**config.mk**
```make
export PLATFORM = sky130hd
export DESIGN_NAME = mru_recent_list_top
export DESIGN_NICKNAME = d
export VERILOG_FILES = /design/src/mru_pkg.sv /design/src/mru_recent_list_top.sv /design/src/mru_ram.sv /design/src/mru_seq.sv
export SDC_FILE = /design/constraint.sdc
export NUM_CORES = 2
export LEC_CHECK = 0
export BUFFER_PORTS_ARGS = -buffer_cell sky130_fd_sc_hd__buf_2
export CAP_MARGIN = 20
export CORE_MARGIN = 1.5
export CORE_UTILIZATION = 50
export DETAILED_ROUTE_END_ITERATION = 12
export GPL_TIMING_DRIVEN = 0
export PLACE_DENSITY = 0.69
export SYNTH_ARGS = -nofsm -noshare
export SYNTH_HDL_FRONTEND = slang
export SYNTH_HIERARCHICAL = 1
export SYNTH_SLANG_ARGS = --single-unit
```
**constraint.sdc**
```tcl
create_clock -name clk -period 6.66 [get_ports clk]
set_input_delay 0.666 -clock clk [delete_from_list [all_inputs] [get_ports clk]]
set_output_delay 0.666 -clock clk [all_outputs]
set_load 0.005 [all_outputs]
```
**src/mru_pkg.sv**
```systemverilog
`timescale 1ns / 1ps
`default_nettype none

package mru_pkg;

	localparam int DEPTH     = 16;
	localparam int KEY_BITS  = 64;
	localparam int MAX_RES   = 16;
	localparam int OUT_KEY_W = 64;
	localparam int CAP_W     = 5;
	localparam int POS_W     = 4;
	localparam int OP_W      = 2;
	localparam int CAP_MAX   = (DEPTH < MAX_RES) ? DEPTH : MAX_RES;
	localparam int CNT_W     = $clog2(CAP_MAX + 1);
	localparam int ADDR_W    = $clog2(DEPTH);

	localparam logic [CAP_W-1:0] CAP_RESET = CAP_W'(16);

	typedef enum logic [OP_W-1:0] {
		OP_USE   = 2'd0,
		OP_CHECK = 2'd1,
		OP_LIST  = 2'd2,
		OP_RSVD  = 2'd3
	} op_t;

	typedef struct packed {
		logic                 found;
		logic [POS_W-1:0]     position;
		logic                 evicted;
		logic [OUT_KEY_W-1:0] evicted_key;
		logic                 entry_valid;
		logic [OUT_KEY_W-1:0] entry_key;
		logic                 last;
	} res_t;

	// Zero acts as one; larger values saturate at the usable depth.
	function automatic logic [CNT_W-1:0] eff_cap(input logic [CAP_W-1:0] raw);
		logic [CAP_W-1:0] c;
		c = raw;
		if (c == '0) begin
			c = CAP_W'(1);
		end
		if (int'(c) > CAP_MAX) begin
			c = CAP_W'(CAP_MAX);
		end
		return CNT_W'(c);
	endfunction

endpackage

`default_nettype wire

```
**src/mru_recent_list_top.sv**
```systemverilog
`timescale 1ns / 1ps
`default_nettype none

// Channel  Handshake               Moves
// input    in_valid / in_ready     opcode, key
// output   out_valid / out_ready   found, position, evicted, evicted_key,
//                                  entry_valid, entry_key, last
// config   cfg_we                  cfg_wdata (capacity)
//
// One item is in work at a time; the keys sit in a RAM with a registered read.
// A use or check scans one slot per cycle, and a move to the front rewrites
// one slot per cycle.
// A list transfers one entry per cycle when the output is not stalled.
// Reset empties the list and sets capacity to 16; no clearing pass is needed.
// The output register lets the next item be accepted while a result waits.

module mru_recent_list_top (
	input  wire logic        clk,
	input  wire logic        arst_n,
	input  wire logic        in_valid,
	output logic             in_ready,
	input  wire logic [1:0]  opcode,
	input  wire logic [63:0] key,
	output logic             out_valid,
	input  wire logic        out_ready,
	output logic             found,
	output logic [3:0]       position,
	output logic             evicted,
	output logic [63:0]      evicted_key,
	output logic             entry_valid,
	output logic [63:0]      entry_key,
	output logic             last,
	input  wire logic        cfg_we,
	input  wire logic [4:0]  cfg_wdata
);

	import mru_pkg::*;

	logic [CAP_W-1:0]    cap_q;
	logic [CNT_W-1:0]    cap;
	logic [CNT_W-1:0]    cfg_cap;
	res_t                res;
	res_t                out_q;
	logic                res_valid;
	logic                res_ready;
	logic                out_valid_q;
	logic                ram_we;
	logic [ADDR_W-1:0]   ram_waddr;
	logic [KEY_BITS-1:0] ram_wdata;
	logic [ADDR_W-1:0]   ram_raddr;
	logic [KEY_BITS-1:0] ram_rdata;

	assign cap       = eff_cap(cap_q);
	assign cfg_cap   = eff_cap(cfg_wdata);
	assign res_ready = !out_valid_q || out_ready;

	always_ff @(posedge clk or negedge arst_n) begin
		if (!arst_n) begin
			cap_q <= CAP_RESET;
		end else if (cfg_we) begin
			cap_q <= cfg_wdata;
		end
	end

	mru_seq u_seq (
		.clk       (clk),
		.arst_n    (arst_n),
		.in_valid  (in_valid),
		.in_ready  (in_ready),
		.opcode    (opcode),
		.key       (key),
		.cap       (cap),
		.cfg_we    (cfg_we),
		.cfg_cap   (cfg_cap),
		.res_valid (res_valid),
		.res_ready (res_ready),
		.res       (res),
		.ram_we    (ram_we),
		.ram_waddr (ram_waddr),
		.ram_wdata (ram_wdata),
		.ram_raddr (ram_raddr),
		.ram_rdata (ram_rdata)
	);

	mru_ram #(
		.WIDTH (KEY_BITS),
		.DEPTH (DEPTH)
	) u_ram (
		.clk   (clk),
		.we    (ram_we),
		.waddr (ram_waddr),
		.wdata (ram_wdata),
		.raddr (ram_raddr),
		.rdata (ram_rdata)
	);

	always_ff @(posedge clk or negedge arst_n) begin
		if (!arst_n) begin
			out_valid_q <= 1'b0;
		end else if (res_valid && res_ready) begin
			out_valid_q <= 1'b1;
		end else if (out_ready) begin
			out_valid_q <= 1'b0;
		end
	end

	always_ff @(posedge clk) begin
		if (res_valid && res_ready) begin
			out_q <= res;
		end
	end

	assign out_valid   = out_valid_q;
	assign found       = out_q.found;
	assign position    = out_q.position;
	assign evicted     = out_q.evicted;
	assign evicted_key = out_q.evicted_key;
	assign entry_valid = out_q.entry_valid;
	assign entry_key   = out_q.entry_key;
	assign last        = out_q.last;

endmodule

`default_nettype wire

```
**src/mru_ram.sv**
```systemverilog
`timescale 1ns / 1ps
`default_nettype none

module mru_ram #(
	parameter int WIDTH = 64,
	parameter int DEPTH = 16,
	localparam int AW = $clog2(DEPTH)
) (
	input  wire logic             clk,
	input  wire logic             we,
	input  wire logic [AW-1:0]    waddr,
	input  wire logic [WIDTH-1:0] wdata,
	input  wire logic [AW-1:0]    raddr,
	output logic      [WIDTH-1:0] rdata
);

	logic [WIDTH-1:0] mem_q [DEPTH];

	always_ff @(posedge clk) begin
		if (we) begin
			mem_q[waddr] <= wdata;
		end
		rdata <= mem_q[raddr];
	end

endmodule

`default_nettype wire

```
**src/mru_seq.sv**
```systemverilog
`timescale 1ns / 1ps
`default_nettype none

module mru_seq (
	input  wire logic                           clk,
	input  wire logic                           arst_n,
	input  wire logic                           in_valid,
	output logic                                in_ready,
	input  wire logic [mru_pkg::OP_W-1:0]       opcode,
	input  wire logic [63:0]                    key,
	input  wire logic [mru_pkg::CNT_W-1:0]      cap,
	input  wire logic                           cfg_we,
	input  wire logic [mru_pkg::CNT_W-1:0]      cfg_cap,
	output logic                                res_valid,
	input  wire logic                           res_ready,
	output mru_pkg::res_t                       res,
	output logic                                ram_we,
	output logic [mru_pkg::ADDR_W-1:0]          ram_waddr,
	output logic [mru_pkg::KEY_BITS-1:0]        ram_wdata,
	output logic [mru_pkg::ADDR_W-1:0]          ram_raddr,
	input  wire logic [mru_pkg::KEY_BITS-1:0]   ram_rdata
);

	import mru_pkg::*;

	typedef enum logic [5:0] {
		ST_IDLE   = 6'b000001,
		ST_SEARCH = 6'b000010,
		ST_SHIFT  = 6'b000100,
		ST_FRONT  = 6'b001000,
		ST_LIST   = 6'b010000,
		ST_RESULT = 6'b100000
	} state_t;

	state_t              state_q, state_d;
	op_t                 op_q, op_d;
	logic [KEY_BITS-1:0] key_q, key_d;
	logic [CNT_W-1:0]    idx_q, idx_d;
	logic [CNT_W-1:0]    count_q, count_d;
	logic [CNT_W-1:0]    top_w;
	res_t                res_q, res_d;
	res_t                list_res;
	logic                hit;
	logic                at_end;
	logic                full;

	assign hit       = (ram_rdata == key_q);
	assign at_end    = (CNT_W'(idx_q + CNT_W'(1)) == count_q);
	assign full      = (count_q >= cap);
	assign top_w     = full ? CNT_W'(cap - CNT_W'(1)) : count_q;
	assign ram_raddr = ADDR_W'(idx_d);

	always_comb begin
		list_res             = '0;
		list_res.entry_valid = 1'b1;
		list_res.entry_key   = OUT_KEY_W'(ram_rdata);
		list_res.last        = at_end;
	end

	assign res = (state_q == ST_LIST) ? list_res : res_q;

	always_comb begin
		state_d   = state_q;
		op_d      = op_q;
		key_d     = key_q;
		idx_d     = idx_q;
		count_d   = count_q;
		res_d     = res_q;
		in_ready  = 1'b0;
		res_valid = 1'b0;
		ram_we    = 1'b0;
		ram_waddr = ADDR_W'(CNT_W'(idx_q + CNT_W'(1)));
		ram_wdata = ram_rdata;
		case (state_q)
			ST_IDLE: begin
				in_ready = 1'b1;
				idx_d    = '0;
				if (in_valid) begin
					op_d       = op_t'(opcode);
					key_d      = key[KEY_BITS-1:0];
					res_d      = '0;
					res_d.last = 1'b1;
					case (op_t'(opcode))
						OP_USE: begin
							if (count_q == '0) begin
								count_d = CNT_W'(1);
								state_d = ST_FRONT;
							end else begin
								state_d = ST_SEARCH;
							end
						end
						OP_CHECK: begin
							state_d = (count_q == '0) ? ST_RESULT : ST_SEARCH;
						end
						OP_LIST: begin
							state_d = (count_q == '0) ? ST_RESULT : ST_LIST;
						end
						default: begin
							state_d = ST_RESULT;
						end
					endcase
				end
			end
			ST_SEARCH: begin
				if (hit) begin
					res_d.found    = 1'b1;
					res_d.position = POS_W'(idx_q);
					if (op_q == OP_USE && idx_q != '0) begin
						idx_d   = CNT_W'(idx_q - CNT_W'(1));
						state_d = ST_SHIFT;
					end else begin
						state_d = ST_RESULT;
					end
				end else if (at_end) begin
					if (op_q == OP_USE) begin
						res_d.evicted     = full;
						res_d.evicted_key = full ? OUT_KEY_W'(ram_rdata) : '0;
						count_d           = full ? cap : CNT_W'(count_q + CNT_W'(1));
						if (top_w == '0) begin
							state_d = ST_FRONT;
						end else begin
							idx_d   = CNT_W'(top_w - CNT_W'(1));
							state_d = ST_SHIFT;
						end
					end else begin
						state_d = ST_RESULT;
					end
				end else begin
					idx_d = CNT_W'(idx_q + CNT_W'(1));
				end
			end
			ST_SHIFT: begin
				ram_we = 1'b1;
				if (idx_q == '0) begin
					state_d = ST_FRONT;
				end else begin
					idx_d = CNT_W'(idx_q - CNT_W'(1));
				end
			end
			ST_FRONT: begin
				ram_we    = 1'b1;
				ram_waddr = '0;
				ram_wdata = key_q;
				state_d   = ST_RESULT;
			end
			ST_LIST: begin
				res_valid = 1'b1;
				if (res_ready) begin
					if (at_end) begin
						idx_d   = '0;
						state_d = ST_IDLE;
					end else begin
						idx_d = CNT_W'(idx_q + CNT_W'(1));
					end
				end
			end
			ST_RESULT: begin
				res_valid = 1'b1;
				if (res_ready) begin
					state_d = ST_IDLE;
				end
			end
			default: begin
				state_d = ST_IDLE;
			end
		endcase
		if (cfg_we && count_q > cfg_cap) begin
			count_d = cfg_cap;
		end
	end

	always_ff @(posedge clk or negedge arst_n) begin
		if (!arst_n) begin
			state_q <= ST_IDLE;
			idx_q   <= '0;
			count_q <= '0;
		end else begin
			state_q <= state_d;
			idx_q   <= idx_d;
			count_q <= count_d;
		end
	end

	always_ff @(posedge clk) begin
		op_q  <= op_d;
		key_q <= key_d;
		res_q <= res_d;
	end

endmodule

`default_nettype wire

```
# Yosys cells after proc, flatten, opt, wreduce, memory -nomap -nowiden
# Memory sizes are Yosys's and may differ from the RTL's. A register that Yosys moved wholly into a read port is not among the register bits.
# Index checks and enable logic that the tools add are counted.
# classes
add_sub_neg,5
order_cmp,4
n_eq_ne,30
n_mux,54
reduce_logical,25
# op_table
cell,count
65-bit 2-to-1 mux,3
70-bit one-hot mux with 2 select lines,1
136-bit 2-to-1 mux,1
64-bit 2-to-1 mux,2
5-bit 2-to-1 mux,22
6-bit 2-to-1 mux,11
64-bit equality test,1
6-bit one-hot mux with 6 select lines,1
5-bit zero test,5
5-bit one-hot mux with 4 select lines,1
6-bit one-hot mux with 3 select lines,1
"5-bit by 1-bit subtractor with 5-bit output, second input constant",3
4-bit 2-to-1 mux,3
"3-bit by 1-bit != test with 1-bit output, second input constant",4
6-bit AND reduction,2
"5-bit by 1-bit adder with 5-bit output, second input constant",2
"5-bit > comparator, second input constant",2
"2-bit by 1-bit != test with 1-bit output, second input constant",5
"2-bit != test, second input constant",5
5-bit one-hot mux with 2 select lines,1
"4-bit by 3-bit != test with 1-bit output, second input constant",2
1-bit 2-to-1 mux,7
7-bit AND reduction,1
"6-bit by 1-bit equality test with 1-bit output, second input constant",1
other kinds (24),31
# totals
register_bits,294
mem_bits_rw,1024
input_bits,76
output_inout_bits,138
mem_count,1
# memory_table
memory,words,word_bits,rd,rd_clocked_by_memory_dff,write_ports,line,text
u_ram.mem_q,16,64,1,1,1,mru_ram.sv:17,logic [WIDTH-1:0] mem_q [DEPTH];

# Depth between registers and ports, before layout
# logic_depth
ltp_word,12
ltp_mapped,18
mapped_depth_nobuf,14

# Modules after synthesis
# The synthesis kept the hierarchy.
# modules_own_cells
module,n_inst,cells_per_inst,area_per_inst_um2,seq_area_each_um2
mru_ram,1,1647,39583.0,32030.7
mru_seq,1,803,9061.2,4485.6
mru_recent_list_top,1,165,4383.0,4235.3

# Least setup slack after synthesis
# OpenSTA, ideal clock, no wires.
# synth_path
path_type,register to register
from,register u_seq.state_q[4]
to,"memory u_ram.mem_q[0][0], enable pin"
setup_time_ns,0.565
arrival_ns,6.382
slack_ns,-0.287
path_stages_with_launch,8
n_path_buf,2
path_cell_list,dfrtp_1 -> clkbuf_1 -> nor4_1 -> nand3_1 -> buf_2 -> nand2_1 -> or3b_2 -> nor3_1
# synth_via
elab_chain_cells,5
# synth_rtl
element,line,text
"start, declared",mru_seq.sv:35,"state_t state_q, state_d;"
"start signal, assigned",mru_seq.sv:178,state_q <= state_d;
6-bit by 4-bit equality test with 1-bit output or 6-bit by 3-bit equality test with 1-bit output (tied branches),mru_seq.sv:74,case (state_q)
2-bit OR reduction (no line) *,-,
1-bit 2-to-1 mux *,mru_seq.sv:74,
named net ram_we,mru_recent_list_top.sv:47,logic ram_we;
1-bit 2-to-1 mux *,mru_ram.sv:20,if (we) begin
1-bit 2-to-1 mux (implied by the code) *,mru_ram.sv:21,mem_q[waddr] <= wdata;
"end, declared",mru_ram.sv:17,
# The timed path passes the listed nets; every way through them passes the cells marked *.

# Worst setup path after layout
# layout_path
from,"register u_ram.rdata[48], read port of u_ram.mem_q"
to,"register u_ram.rdata[61], read port of u_ram.mem_q"
# layout_via
elab_chain_cells,3
# layout_rtl
element,line,text
"start, declared",mru_ram.sv:14,output logic [WIDTH-1:0] rdata
64-bit equality test,mru_seq.sv:47,assign hit = (ram_rdata == key_q);
5-bit 2-to-1 mux,mru_seq.sv:105,if (hit) begin
5-bit one-hot mux with 4 select lines,mru_seq.sv:74,
named net u_seq.idx_d[1],mru_seq.sv:38,"logic [CNT_W-1:0] idx_q, idx_d;"
# The timed path passes the listed nets, and every way through them passes these cells.
# A chain may end at the register's enable or synchronous reset.

==> impl_metrics.yaml <==
run_status:
  status: "finished clean"
synthesis:
  synth_commonest_cells: "edfxtp_1, mux4_2, and2_1, a22oi_1, nand2_1"
  ys_seq_area_share_pct: 76.9
  yosysTopAreaCell: "edfxtp_1"
  synth_edf_count: 1296
  synth_most_common_cell: "edfxtp_1"
  synthArstFlopShare_pct: 1.59
  synthTopCellsByArea: "edfxtp_1, mux4_2, dfxtp_1"
  syn_area_per_cell_um2: 20.3
  syn_inst: 2615
  synth_cell_types: 69
  syn-num-nets: 2706
  ys_warn_count: 6
  ys_seq_elements: 1382
  syn_area_um2: 53000
  netlist.area_leader.share_pct: 73.4
  ys.flop_type: "edfxtp_1"
timing:
  setup_viol: 0
  fin_skew_ns: 0.0253
  final_max_slew_viol_count: 0
  final.setup.worst_slack_ns: 0.293
  worst_pin_slew_ns: 1.15
  fin_crit_ns: 6.37
  rsz0062_at_grt: "false"
  slew-limit-headroom_pct: 23.4
  final_hold_viol_count: 0
  fin_crit_sh_pct: 95.6
  fmax_mhz: 157
placement:
  io_buffers: 213
  gp_congestion: 0.851
  dp.final_hpwl_mm: 91.0
  place_ws_ns: 0.494
floorplanning:
  initial_core_util_pct: 50.4
  io_pins: 214
  die_area_um2: 108000
  die_x_um: 329
  rows: 119
  design.core.area_um2: 105000
  die_h_um: 329
grt:
  grt-ovfl-total: 0
  antenna_found_initial: 7
  grt_first_pass_wirelength_mm: 194
  grt_start_max_net_pins: 71
  grt_pass1_vias: 27800
  grt_usage_pct: 25.5
cells_and_area:
  area_growth_pct: 16.4
  final_layout_size_suffix_gt1_share_pct: 28.2
  n_antenna_cell: 0
  final_core_util_pct: 58.6
  nets: 3130
critical_path:
  reg2regPathDepth: 14
  arrival_ns: 6.98
  r2r_slack_ns: 0.29
  cp.required_ns: 7.27
  crit_type: "flip-flop to flip-flop"
  crit_fanout: 10
  end_kind: "flip-flop"
  cp-start-kind: "flip-flop"
routing:
  drt-initial-drc-count: 3443
  antenna_left: 0
  drt-total-wl_mm: 137
  dr.pass1.iters: 6
  viasPerCell: 6.18
  routedWlPerCell_um: 30.1
  vias: 28000
  drcViolationCount: 0
clocking:
  clock_sinks: 1382
  cts_tree: "done"
  clock_latency_ns: 0.73
  cts.htree.levels: 4
  cts-root-buf: "clkbuf_16"
  cts_buffers: 136
  cts_hold_buf: 1
  postCtsSetupBuffers: 0
  clk_pin_slew_worst_paths_ns: 0.06
  cts_resized: 0
  clk_path_buf_depth: 3
power:
  power_density_nw_per_um2: 480
  irDropWorstVdd_uv: 436
  p_leak_nw: 20.7
worst_hold_path:
  whs_path_depth: 1
  hold_class: "primary input to flip-flop"
job:
  maxCapViolCount: 0
## layout by cell type, fill, tap and decap left out, types with 11 or more instances in the layout
master and count:
a21oi_1 13, a22oi_1 130, and2_1 139, and3_1 65, buf_1 15, buf_12 34
buf_2 237, buf_4 17, buf_6 30, bufinv_16 12, clkbuf_1 114, clkbuf_16 141
clkbuf_8 11, clkinv_1 17, clkinv_2 21, dfrtp_1 20, dfxtp_1 64, edfxtp_1 1296
ha_1 15, inv_1 25, mux2_2 66, mux4_2 256, nand2_1 87, nand3_1 12
nor2_1 24, nor2_4 12, nor4_1 22, o21ai_0 17, xnor2_1 11, xor2_1 71
## through the flow
stage	total power, mW	cells	setup TNS (ns)	instance area [µm²]	hold slack, ns
3_5_place_dp	22.0	4290	0	57200	0.507
4_1_cts	29.7	4538	0	61700	0.0623
5_1_grt	30.7	4539	0	61700	0.0777
6_report	29.6	4539	0	61700	0.107
3_3_place_gp	21.7	4219	-3651.46	55800	0.494
2_1_floorplan	18.4	2615	-38.70	53000	0.370
## power by group
part	internal (mW)	switching, mW
Combinational	4.02	6.05
Clock	4.48	3.17
Sequential	11.3	0.571
Total	19.8	9.80
## cells by family (layout without fill, tap and decap cells)
logic type	after synthesis	after routing	share of synthesized area, %
flops	1382	1382	76.9
simple gates	419	419	4.38
mux	331	331	12.5
compound gates	210	210	2.91
buf+inv	172	705	1.54
xor+xnor	85	85	1.48
fa+ha+maj	16	16	0.373
## final timing paths
| path | startpoint | to |
|---|---|---|
| max | u_ram/rdata[48] | u_ram/rdata[61] |
| min | key[47] | u_seq/key_q[47] |
| max reg2reg | u_ram/rdata[48] | u_ram/rdata[61] |
| min reg2reg | u_seq/res_q[68] | evicted_key[2] |
| max in group asynchronous | arst_n | cap_q[4] |
| min in group asynchronous | arst_n | out_valid |
## routing by layer
layer	part of all wire [%]	GRT usage [%]	wire length (µm)	vias up
met3	11	5.88	15600	194
li1	-	-	-	11400
met1	39	36.8	53900	14700
met5	0	0	0	-
met4	2.7	7.48	3630	0
met2	46	39.2	63500	1711
## worst max-delay path, stage by stage (launching register included)
cell and delay, ns:
dfxtp_1 0.46, xor2_1 0.33, nor4_1 1.02, nand4_1 0.28, nor4_4 0.85, buf_4 0.32
nand2_1 0.11, o21ai_0 0.22, a221o_1 0.25, buf_4 0.16, clkbuf_1 0.68, clkbuf_1 0.75
mux4_2 0.43, a22oi_1 0.28, nand2_1 0.09
## flip-flops by register name (all words and copies together) (netlist names)
name and flops:
u_ram/rdata 64, entry_valid 1, position 4, u_seq/count_q 5, out_valid 1, cap_q 5
u_seq/res_q 70, found 1, evicted_key 64, u_seq/state_q 6, evicted 1, entry_key 64
last 1, u_seq/op_q 2, u_seq/idx_q 5, u_ram/mem_q 1024, u_seq/key_q 64
## area by class of cell
| class | instances | area [µm²] |
|---|---|---|
| Fill cell | 7489 | 43600 |
| Sequential cell | 1382 | 40800 |
| Multi-Input combinational cell | 1061 | 11600 |
| Clock buffer | 185 | 3800 |
| Timing Repair Buffer | 286 | 2330 |
| Tap cell | 1391 | 1740 |
| Buffer | 145 | 717 |
| Clock inverter | 62 | 668 |
| Inverter | 27 | 104 |
Power figures use the tool's default switching activity.
